==> src/pbed_pkg.sv <==
`default_nettype none

package pbed_pkg;

    localparam int IN_W  = 8;
    localparam int OUT_W = 96;
    localparam int CFG_W = 32;
    localparam int TIMEOUT_W = 16;

    localparam logic [TIMEOUT_W-1:0] RESET_IDLE_LIMIT = 16'd200;

    typedef enum logic
    {
        REG_IDLE_LIMIT  = 1'b0,
        REG_START_COUNT = 1'b1
    } reg_index_t;

    typedef struct packed
    {
        logic [31:0] entry_number;
        logic [31:0] idle_ms;
        logic [31:0] burst_ms;
    } record_t;

endpackage

`default_nettype wire

==> src/pulse_burst_entry_detector.sv <==
// A closing word's record is registered on acceptance: into the output slot if free or
// being read, else into the second slot. One input word per cycle while s_tready is high;
// the two result slots keep it high while one record waits; low only if both are full.
// Reset (rst_n low, asynchronous): time, burst state and entry count clear,
// the timeout returns to 200, start_count to 0, and both result slots empty.
`default_nettype none

module pulse_burst_entry_detector
    import pbed_pkg::*;
#(
    parameter int TIME_WIDTH = 32
)
(
    input  wire logic              clk,
    input  wire logic              rst_n,
    input  wire logic              s_tvalid,
    output logic                   s_tready,
    input  wire logic [IN_W-1:0]   s_tdata,   // [0] level, [1] tick, rest zero
    output logic                   m_tvalid,
    input  wire logic              m_tready,
    output logic [OUT_W-1:0]       m_tdata,   // [31:0] burst_ms, [63:32] idle_ms,
                                              // [95:64] entry_number
    input  wire logic              wr_en,
    input  wire logic              wr_index,
    input  wire logic [CFG_W-1:0]  wr_data
);

    logic [TIMEOUT_W-1:0]  timeout_reg;
    logic [31:0]           start_count_reg;
    logic [TIME_WIDTH-1:0] now_reg;
    logic [TIME_WIDTH-1:0] start_reg;
    logic [TIME_WIDTH-1:0] fall_reg;
    logic                  active_reg;
    logic                  prev_reg;
    logic [31:0]           closed_reg;

    logic [TIME_WIDTH-1:0] now_next;
    logic [TIME_WIDTH-1:0] idle;
    logic [TIME_WIDTH-1:0] burst;
    logic [63:0]           idle_ext;
    logic [63:0]           burst_ext;
    logic [31:0]           closed_next;
    logic                  level;
    logic                  tick;
    logic                  edge_seen;
    logic                  close;
    logic                  accept;
    logic                  fire;
    logic                  pop;
    record_t               rec;

    record_t               out_reg;
    logic                  out_valid_reg;
    record_t               skid_reg;
    logic                  skid_valid_reg;

    assign level     = s_tdata[0];
    assign tick      = s_tdata[1];
    assign accept    = s_tvalid && s_tready;
    assign now_next  = tick ? now_reg + TIME_WIDTH'(1) : now_reg;
    assign edge_seen = level != prev_reg;
    assign idle      = now_next - fall_reg;
    assign burst     = fall_reg - start_reg;
    assign idle_ext  = 64'(idle);
    assign burst_ext = 64'(burst);
    assign closed_next = closed_reg + 32'd1;
    assign close     = !edge_seen && active_reg && !prev_reg
                       && (idle >= TIME_WIDTH'(timeout_reg));
    assign fire      = accept && close;
    assign pop       = out_valid_reg && m_tready;

    always_comb
    begin
        rec.burst_ms     = burst_ext[31:0];
        rec.idle_ms      = idle_ext[31:0];
        rec.entry_number = start_count_reg + closed_next;
    end

    assign s_tready = !skid_valid_reg;
    assign m_tvalid = out_valid_reg;
    assign m_tdata  = out_reg;

    always_ff @(posedge clk or negedge rst_n)
    begin
        if (!rst_n)
        begin
            timeout_reg     <= RESET_IDLE_LIMIT;
            start_count_reg <= '0;
        end
        else if (wr_en)
        begin
            unique case (reg_index_t'(wr_index))
                REG_IDLE_LIMIT:  timeout_reg     <= wr_data[TIMEOUT_W-1:0];
                REG_START_COUNT: start_count_reg <= wr_data[31:0];
                default:         ;
            endcase
        end
    end

    always_ff @(posedge clk or negedge rst_n)
    begin
        if (!rst_n)
        begin
            now_reg    <= '0;
            start_reg  <= '0;
            fall_reg   <= '0;
            active_reg <= 1'b0;
            prev_reg   <= 1'b0;
            closed_reg <= '0;
        end
        else if (accept)
        begin
            now_reg <= now_next;
            if (edge_seen)
            begin
                prev_reg <= level;
                if (!active_reg)
                begin
                    active_reg <= 1'b1;
                    start_reg  <= now_next;
                end
                if (!level)
                begin
                    fall_reg <= now_next;
                end
            end
            else if (close)
            begin
                active_reg <= 1'b0;
                closed_reg <= closed_next;
            end
        end
    end

    always_ff @(posedge clk or negedge rst_n)
    begin
        if (!rst_n)
        begin
            out_valid_reg  <= 1'b0;
            skid_valid_reg <= 1'b0;
        end
        else
        begin
            if (fire)
            begin
                if (!out_valid_reg || pop)
                begin
                    out_valid_reg <= 1'b1;
                end
                else
                begin
                    skid_valid_reg <= 1'b1;
                end
            end
            else if (pop)
            begin
                if (skid_valid_reg)
                begin
                    skid_valid_reg <= 1'b0;
                end
                else
                begin
                    out_valid_reg <= 1'b0;
                end
            end
        end
    end

    always_ff @(posedge clk)
    begin
        if (fire && (!out_valid_reg || pop))
        begin
            out_reg <= rec;
        end
        else if (fire)
        begin
            skid_reg <= rec;
        end
        else if (pop && skid_valid_reg)
        begin
            out_reg <= skid_reg;
        end
    end

endmodule

`default_nettype wire

==> config.mk <==
export PLATFORM = sky130hd
export DESIGN_NAME = pulse_burst_entry_detector
export DESIGN_NICKNAME = d
export VERILOG_FILES = /design/src/pbed_pkg.sv /design/src/pulse_burst_entry_detector.sv
export SDC_FILE = /design/constraint.sdc
export NUM_CORES = 1
export LEC_CHECK = 0
export BUFFER_PORTS_ARGS = -buffer_cell sky130_fd_sc_hd__clkbuf_2
export CAP_MARGIN = 0
export CORE_ASPECT_RATIO = 0.7
export CORE_MARGIN = 2
export CORE_UTILIZATION = 50
export DETAILED_ROUTE_END_ITERATION = 10
export GPL_ROUTABILITY_DRIVEN = 0
export PLACE_DENSITY = 0.7
export SLEW_MARGIN = 10
export SYNTH_ARGS = -nofsm -noshare
export SYNTH_HDL_FRONTEND = slang
export SYNTH_SLANG_ARGS = --single-unit
==> constraint.sdc <==
create_clock -name clk -period 16.55 [get_ports clk]
set_input_delay 0.8275 -clock clk [delete_from_list [all_inputs] [get_ports clk]]
set_output_delay 0.8275 -clock clk [all_outputs]
set_load 0.01 [all_outputs]
## After elaboration in Yosys (flattened, before gate mapping)

Cells that the tools add are included.

- Flip-flop bits (word level): 372
- Bits of input ports: 46
- Output and inout port bits: 98
- Logic and storage cells: 72

- Add/subtract/negate cells: 5
- Order comparisons: 1
- Eq/ne operators: 5
- Multiplexer cells: 13
- Bitwise logic cells: 5
- Reduce and logical (&&, ||, !) cells: 27

Operators by type and width:

| kind | count |
|---|---|
| two-way mux 96 bit | 3 |
| adder 32 x 1 -> 32 bit (second input constant) | 2 |
| subtractor 32 bit | 2 |
| adder 32 bit | 1 |
| >= comparator 32 x 16 -> 1 bit | 1 |
| two-way mux 32 bit | 1 |
| AND reduction 2 bit | 7 |
| AND reduction 3 bit | 4 |
| two-way mux 1 bit | 9 |
| logical AND 1 bit | 8 |
| nonzero test 2 bit | 3 |
| inverter 1 bit | 5 |
| logical NOT 1 bit | 4 |
| inequality test 2 x 1 -> 1 bit (second input constant) | 2 |
| inequality test 2 bit (second input constant) | 2 |
| logical OR 1 bit | 1 |
| inequality test 1 bit | 1 |

## Longest topological paths before layout

Gate-level depths: netlist of run 1.

- Depth after elaboration: 9
- Gate-level depth with buffers: 28
- Mapped depth without buffers: 24

## Least setup slack after synthesis of run 1

OpenSTA, ideal clock, no wires.

- Path kind: input to register
- Start point: in s_tdata[1]
- End point: reg out_reg, in the netlist m_tdata[0], enable pin
- Library setup time: 0.697 ns
- Arrival time: 11.512 ns
- Data required time: 15.853 ns
- Path slack: 4.341 ns
- Stages: 26
- Buffers on the path: 3
- Path through: nand4_1 -> nor2_1 -> and3_1 -> clkbuf_1 -> xnor2_1 -> inv_1 -> ha_1 -> clkbuf_1 -> nand3_1 -> a211oi_1 -> a211oi_2 -> nor2b_1 -> nor2_1 -> xnor2_1 -> ha_1 -> a21o_1 -> a211o_1 -> a211o_1 -> a21oi_1 -> nor3_1 -> or4_1 -> nor3_2 -> nand4_2 -> clkbuf_1 -> nand2_1 -> a21boi_0

- Longest elaborated chain between the ends: 8
- Elaborated cells between the ends (all ways): 9
- Those cells by class: add/sub (1); order compare (1); eq/ne (1); mux (1); reduce/logical (5)

RTL lines:

| element | line | RTL |
|---|---|---|
| start: declaration | pulse_burst_entry_detector.sv:18 | `input wire logic [IN_W-1:0] s_tdata,` |
| two-way mux 32 bit (*) | pulse_burst_entry_detector.sv:60 | `assign now_next = tick ? now_reg + TIME_WIDTH'(1) : now_reg;` |
| named net now_next[8] | pulse_burst_entry_detector.sv:37 | `logic [TIME_WIDTH-1:0] now_next;` |
| subtractor 32 bit (*) | pulse_burst_entry_detector.sv:62 | `assign idle = now_next - fall_reg;` |
| named net idle[13] | pulse_burst_entry_detector.sv:38 | `logic [TIME_WIDTH-1:0] idle;` |
| >= comparator 32 x 16 -> 1 bit (*) | pulse_burst_entry_detector.sv:68 | `&& (idle >= TIME_WIDTH'(timeout_reg));` |
| logical AND 1 bit (*) | pulse_burst_entry_detector.sv:68 |  |
| logical AND 1 bit (*) | pulse_burst_entry_detector.sv:69 | `assign fire = accept && close;` |
| logical AND 1 bit | pulse_burst_entry_detector.sv:171 | `if (fire && (!out_valid_reg \|\| pop))` |
| inequality test 2 x 1 -> 1 bit (no line) / nonzero test 2 bit (equally long branches) | n/a |  |
| AND reduction 2 bit (no line) (*) | n/a |  |
| end signal: assignment | pulse_burst_entry_detector.sv:173 | `out_reg <= rec;` |
| end signal: assignment | pulse_burst_entry_detector.sv:181 | `out_reg <= skid_reg;` |
| end: declaration | pulse_burst_entry_detector.sv:52 | `record_t out_reg;` |

Mark *: on every way through the listed nets, which the timed path passes. The rest lies on a longest branch.
A chain may end at the register's enable or synchronous reset.

## Worst setup path in the final report of run 1

- Start point: reg now_reg[0]
- End point: reg out_reg, in the netlist m_tdata[7], data pin

- Longest elaborated chain between the ends: 8

RTL lines:

| element | line | RTL |
|---|---|---|
| start: declaration | pulse_burst_entry_detector.sv:30 | `logic [TIME_WIDTH-1:0] now_reg;` |
| start signal: assignment | pulse_burst_entry_detector.sv:113 | `now_reg <= now_next;` |
| adder 32 x 1 -> 32 bit | pulse_burst_entry_detector.sv:60 |  |
| two-way mux 32 bit | pulse_burst_entry_detector.sv:60 |  |
| named net now_next[8] | pulse_burst_entry_detector.sv:37 |  |
| subtractor 32 bit | pulse_burst_entry_detector.sv:62 |  |
| named net idle[13] | pulse_burst_entry_detector.sv:38 |  |
| >= comparator 32 x 16 -> 1 bit | pulse_burst_entry_detector.sv:68 |  |
| logical AND 1 bit | pulse_burst_entry_detector.sv:68 |  |
| logical AND 1 bit | pulse_burst_entry_detector.sv:69 |  |
| logical AND 1 bit | pulse_burst_entry_detector.sv:171 |  |
| two-way mux 96 bit | pulse_burst_entry_detector.sv:171 |  |

The timed path passes the listed nets, and every way through them passes these cells.

==> run_results.csv, run 1 <==
group,metric,value,unit
clock_tree,cts_setup_buffers,0,
grt,grt_max_degree,77,
route,drtIter0Drc,868,
timing,fin_tns_setup,0,ns
run,cap_violations,0,
timing,finClkSkew,0.0213,ns
synth,ys_seq_area_frac,0.511,
final_layout,drive_gt1_frac,0.161,
placed_design,dp_slack,8.07,ns
critical_path,required,16.82,ns
grt,antenna_found_initial,1,
clock_tree,h-tree-depth,2,
grt,grt_pass1_wl,70200,um
grt,grt_pass1_vias,13700,
synth,ys_top_cells_by_count,"192 x edfxtp_1, 177 x dfrtp_1, 143 x nand2_1",
floorplanning,die_y,172,um
synth,yosys_warnings,0,
timing,setup_violations,0,
outcome,outcome,"finished, final reports clean",
floorplanning,die_area,41900,um^2
timing,slew_headroom,0.297,
power,ir_drop,0.0000990,V
route,vias,13800,
timing,fin_crit,8.00,ns
final_layout,area_growth,12.6,%
timing,tightest_slew,1.05,ns
route,post_drt_wl_per_cell,16.8,um
floorplanning,core_area,39700,um^2
power,p_per_area,159,nW/um^2
synth,synth_area,20100,um^2
critical_path,cp-start-kind,"flop",
final_layout,fillers,3358,
route,first_pass_iters,5,
synth,yosys.area.top_type,"edfxtp_1",
clock_tree,cts_buffers,38,
timing,timing.final.max_slew_violations,0,
critical_path,crit_type,"reg2reg",
clock_tree,cts-resized-gates,0,
floorplanning,ios,144,
timing,fmax,125,MHz
synth,synth_edf_count,192,
synth,synth_top_area_share,0.287,
grt,gr-total-overflow,0,
route,wirelength,42300,um
synth,synthDistinctLibCells,72,
timing,period_share,0.483,
timing,rsz0062_at_grt,"no",
critical_path,endpoint_kind,"flop",
final_layout,final_nets,2108,
synth,synthTopCellsByArea,"edfxtp_1 29%, dfrtp_1 22%, ha_1 7.0%, xnor2_1 5.4%, mux2_2 5.0%",
clock_tree,cts_hold_buf,0,
timing,fin_ws,8.55,ns
synth,synthArstFlopShare,0.484,
floorplanning,initial_core_util,0.507,
placed_design,dp_hpwl,30300,um
clock_tree,cts_buffer_depth,3,
floorplanning,num_rows,61,
synth,yosys_most_used_dff,"edfxtp_1",
synth,synthesis.nets,1974,
clock_tree,clk_latency,0.54,ns
route,viasPerCell,5.50,
worst_hold_path,min_path_type,"in2async",
final_layout,antenna_cells,0,
route,drc,0,
timing,finalHoldViolCount,0,
route,ant_nets,0,
power,finalPower,3.61,mW
clock_tree,clkTransAtPathRegs,0.06,ns
clock_tree,cts_root_buffer,"clkbuf_16",
clock_tree,cts_tree,"yes",
critical_path,r2r_slack,8.55,ns
synth,syn-instance-count,1813,
floorplanning,die_w,244,um
synth,yosysMostFrequentCell,"edfxtp_1",
power,power.leakage,10.1,nW
grt,groute.usage.overall,0.207,
critical_path,path_max_fanout,70,
clock_tree,cts.sinks,372,
critical_path,worst_ep_arrival_time,8.27,ns
synth,syn_area_per_cell,11.1,um^2
synth,synth-seq-cells,372,
placed_design,numPortBuffers,137,
[cells in the final DEF (no fill, tap or decap), types with 11 or more instances in the layout]
cell type,instances
a21o_1,54
a21oi_1,112
and2_1,13
and3_1,24
buf_4,11
clkbuf_16,42
clkbuf_2,136
dfrtp_1,177
edfxtp_1,192
ha_1,112
inv_1,135
mux2_1,40
mux2_2,90
nand2_1,143
nand2b_1,11
nand3_1,47
nand4_1,17
nor2_1,113
nor2b_1,12
nor3_1,37
o21a_1,13
o21ai_0,86
o21bai_1,12
xnor2_1,125
xor2_1,81
[cells by family after synthesis]
| logic type | after synthesis | synth area share |
|---|---|---|
| XOR/XNOR | 207 | 0.0908 |
| multiplexers | 133 | 0.0742 |
| adder cells (fa/ha/maj) | 115 | 0.0726 |
| buffers and inverters | 189 | 0.0382 |
| AO/OA/AOI/OAI | 343 | 0.106 |
| AND/OR/NAND/NOR | 454 | 0.107 |
| flip-flops | 372 | 0.511 |
[routing by layer]
metal	share of wire	vias up	routed length, um	GRT usage
li1	-	6708	-	-
met1	0.49	6748	20500	0.302
met2	0.45	288	18900	0.326
met3	0.050	60	2120	0.0321
met4	0.017	2	719	0.0488
met5	0.00028	-	12	0
[final timing paths]
path | endpoint | startpoint | cells past startpoint
max reg2reg | m_tdata[7] | now_reg[0] | 25
min in group clk | closed_reg[31] | closed_reg[31] | 1
max | m_tdata[7] | now_reg[0] | 25
min reg2reg | closed_reg[31] | closed_reg[31] | 1
max in group asynchronous | start_reg[1] | rst_n | 2
min | start_count_reg[16] | rst_n | 1
[worst max-delay path, cell delays in order, from the launching register on]
cell and delay [ns]:
dfrtp_1 0.41, ha_1 0.19, nand4_1 0.16, nor2_1 0.23
and3_1 0.35, xnor2_1 0.21, inv_1 0.07, ha_1 0.42
nand3_1 0.15, a211oi_1 0.39, a211oi_2 0.16, nor2b_1 0.14
nor2_1 0.06, xnor2_1 0.28, ha_1 0.30, a21o_1 0.18
a211o_1 0.31, a211o_1 0.28, a21oi_1 0.19, nor3_1 0.11
or4_1 0.52, nor3_2 0.22, nand4_2 0.47, nand3_4 0.57
buf_4 0.82, mux2_2 0.42
[cell type report]
cell class,instances,area (um^2),share of cell area
Multi-Input combinational cell,1252,9110,0.402
Sequential cell,372,10300,0.454
Inverter,135,507,0.0224
Tap cell,535,669,0.0296
Timing Repair Buffer,148,774,0.0342
Clock buffer,53,1150,0.0506
Clock inverter,16,165,0.00729
[where the power goes]
group	switching [mW]	internal (mW)	leakage (nW)	total (mW)
Sequential	0.0758	1.22	4.04	1.29
Clock	0.364	0.533	0.650	0.897
Combinational	0.852	0.566	5.45	1.42
Total	1.29	2.32	10.1	3.61
[stage by stage]
step | hold slack, ns | instance area [um^2] | instances | util
6_report | 0.212 | 22600 | 2511 | 0.571
5_1_grt | 0.230 | 22600 | 2511 | 0.571
4_1_cts | 0.209 | 22600 | 2511 | 0.571
3_5_place_dp | 0.476 | 21300 | 2442 | 0.538
3_3_place_gp | 0.475 | 21300 | 2442 | 0.538
2_1_floorplan | 0.461 | 20100 | 1813 | -
No activity file was read; power rests on OpenSTA's default activity.
==> run 2: changes to the inputs <==
- ABC_AREA: not set -> 1
- PLACE_DENSITY: 0.7 -> 0.72
- clock period: 16.55 -> 6.7 ns (I/O delays scaled with it)
==> run_results.csv, run 2 <==
group,metric,value,unit
outcome,outcome,"finished, final reports clean",
timing,hold_slack,0.0325,ns
timing,setup_violations,0,
synth,synth-seq-cells,372,
power,switching_power,6.57,mW
clock_tree,clkTransAtPathRegs,0.07,ns
floorplanning,num_rows,64,
power,seqPwrFrac,0.274,
final_layout,seqCellArea,10300,um^2
critical_path,critPathSlowestCell,"xor2_1",
synth,yosys.area.top_type,"edfxtp_1",
clock_tree,cts_buffer_depth,3,
synth,synthDistinctLibCells,47,
timing,finalHoldViolCount,0,
power,p_int,6.96,mW
placed_design,dp_hpwl,44200,um
timing,slew_headroom,0.229,
timing,timing.final.max_slew_violations,0,
grt,grt_pass1_vias,17400,
clock_tree,cts_setup_buffers,0,
critical_path,cp-start-kind,"flop",
synth,syn-instance-count,2720,
grt,grt_pass1_wl,94100,um
floorplanning,die_area,46000,um^2
placed_design,dp_slack,0.792,ns
grt,grt_max_degree,98,
route,post_drt_wl_per_cell,17.1,um
clock_tree,cts_buffers,37,
critical_path,worst_ep_arrival_time,6.26,ns
synth,synth_top_area_share,0.261,
grt,gr-total-overflow,0,
clock_tree,h-tree-depth,2,
clock_tree,cts.sinks,372,
timing,fin_tns_setup,0,ns
timing,finClkSkew,0.0176,ns
final_layout,drive_gt1_frac,0.0873,
final_layout,antenna_cells,0,
synth,ys_top_cells_by_count,"846 x nand2_1, 391 x inv_1, 192 x edfxtp_1",
timing,fmax,164,MHz
final_layout,area_growth,10.9,%
floorplanning,die_y,180,um
timing,fin_crit,6.10,ns
power,finalPower,13.5,mW
critical_path,crit_top_cell,"nand2_1",
synth,yosys_most_used_dff,"edfxtp_1",
grt,groute.usage.overall,0.252,
timing,period_share,0.910,
critical_path,cpPeakStageDelay,0.47,ns
floorplanning,die_w,255,um
placed_design,numPortBuffers,137,
floorplanning,core_area,43600,um^2
power,p_per_area,552,nW/um^2
grt,antenna_found_initial,0,
final_layout,final_nets,2997,
clock_tree,clk_latency,0.55,ns
worst_hold_path,min_path_type,"in2reg",
route,wirelength,59100,um
synth,synth_area,22100,um^2
route,drc,0,
clock_tree,cts_tree,"yes",
worst_hold_path,whs_path_depth,2,
final_layout,final_common_cell,"nand2_1",
critical_path,endpoint_kind,"flop",
floorplanning,ios,144,
route,ant_nets,0,
critical_path,crit_type,"reg2reg",
timing,fin_ws,0.605,ns
timing,rsz0062_at_grt,"no",
synth,syn_area_per_cell,8.14,um^2
synth,yosys_warnings,0,
synth,yosysMostFrequentCell,"nand2_1",
power,combPwrFrac,0.576,
synth,synth_edf_count,192,
synth,synthArstFlopShare,0.484,
floorplanning,initial_core_util,0.507,
timing,tightest_slew,1.16,ns
power,ir_drop,0.000316,V
synth,synthTopCellsByArea,"edfxtp_1 26%, dfrtp_1 20%, nand2_1 14%, inv_1 6.6%, ha_1 6.3%",
run,cap_violations,0,
synth,ys_seq_area_frac,0.464,
power,power.leakage,11.9,nW
final_layout,fillers,3891,
route,viasPerCell,5.52,
critical_path,required,6.87,ns
final_layout,final_cell_mix,"845 x nand2_1, 390 x inv_1, 192 x edfxtp_1",
power,sw_frac_of_total,0.486,
critical_path,worst-r2r-cell-count,28,
final_layout,multi_input_area,10000,um^2
route,drtIter0Drc,2227,
critical_path,path_max_fanout,96,
clock_tree,cts_root_buffer,"clkbuf_16",
synth,synthesis.nets,2881,
power,p_clk_frac,0.150,
route,first_pass_iters,6,
route,vias,19100,
clock_tree,cts-resized-gates,0,
## run 2: changes by cell type after synthesis, moves of 39 or more
cell and delta:
inv_1 +256, mux2_1 -40, mux2_2 -74, nand2_1 +703
nand4_1 +108, nor2_1 +39, o21ai_0 +91, xnor2_1 -105
## run 2: path summary, 6_finish.rpt
| kind | start | endpoint | slack (ns) |
|---|---|---|---|
| max in group asynchronous | rst_n | start_count_reg[8] | 5.10 |
| min in group asynchronous | rst_n | start_count_reg[29] | 0.38 |
| max reg2reg | now_reg[0] | skid_reg[33] | 0.60 |
| max | now_reg[0] | skid_reg[33] | 0.60 |
| min | wr_data[28] | start_count_reg[28] | 0.03 |
| min reg2reg | timeout_reg[12] | timeout_reg[12] | 0.48 |
## run 2: cells by family after synthesis
kind of cell | synth area share
AO/OA/AOI/OAI | 0.0832
XOR/XNOR | 0.0487
adder cells (fa/ha/maj) | 0.0660
buffers and inverters | 0.0834
flip-flops | 0.464
multiplexers | 0.00814
AND/OR/NAND/NOR | 0.246
## run 2: critical path, delay by kind of cell (launching register included)
family                     cells  cell delay, ns
and+or+nand+nor               18            2.74
AOI/OAI and AO/OA              1            0.18
xor gates and xnor gates       2            0.84
buffers and inverters          5            0.74
adders and majority gates      2            0.71
DFF                            1            0.41
## run 2: power groups by stage
stage          sequential (mW)  combinational, mW  clock (mW)
2_1_floorplan             3.74               5.46           0
3_3_place_gp              3.72               7.30           0
3_5_place_dp              3.74               7.57           0
4_1_cts                   3.70               7.63        2.07
5_1_grt                   3.76               8.70        2.16
6_report                  3.70               7.81        2.03
## run 2: final cells by class
class,count,area share
Tap cell,594,0.0303
Timing Repair Buffer,152,0.0344
Sequential cell,372,0.419
Inverter,395,0.0605
Multi-Input combinational cell,1878,0.409
Clock buffer,48,0.0407
Clock inverter,19,0.00658
## run 2: metal layers
layer | part of all wire | global-route usage | wire length, um | vias up
met4 | 0.020 | 0.0572 | 1180 | 0
li1 | - | - | - | 9148
met1 | 0.48 | 0.400 | 28100 | 8882
met3 | 0.11 | 0.0575 | 6210 | 85
met5 | 0 | 0 | 0 | -
met2 | 0.40 | 0.346 | 23600 | 963
## run 2: metrics by stage
step	cell area, um^2	instances	util
floorplan	22100	2720	-
CTS	24500	3458	0.562
finish	24500	3458	0.562
global route	24500	3458	0.562
detailed placement	23400	3390	0.536
global placement	23400	3390	0.536
## run 2: timing repair
item                                    CTS  global route
endpoints found under the hold margin    71             0
hold buffers                              1             0
endpoints found under the setup margin    0             0
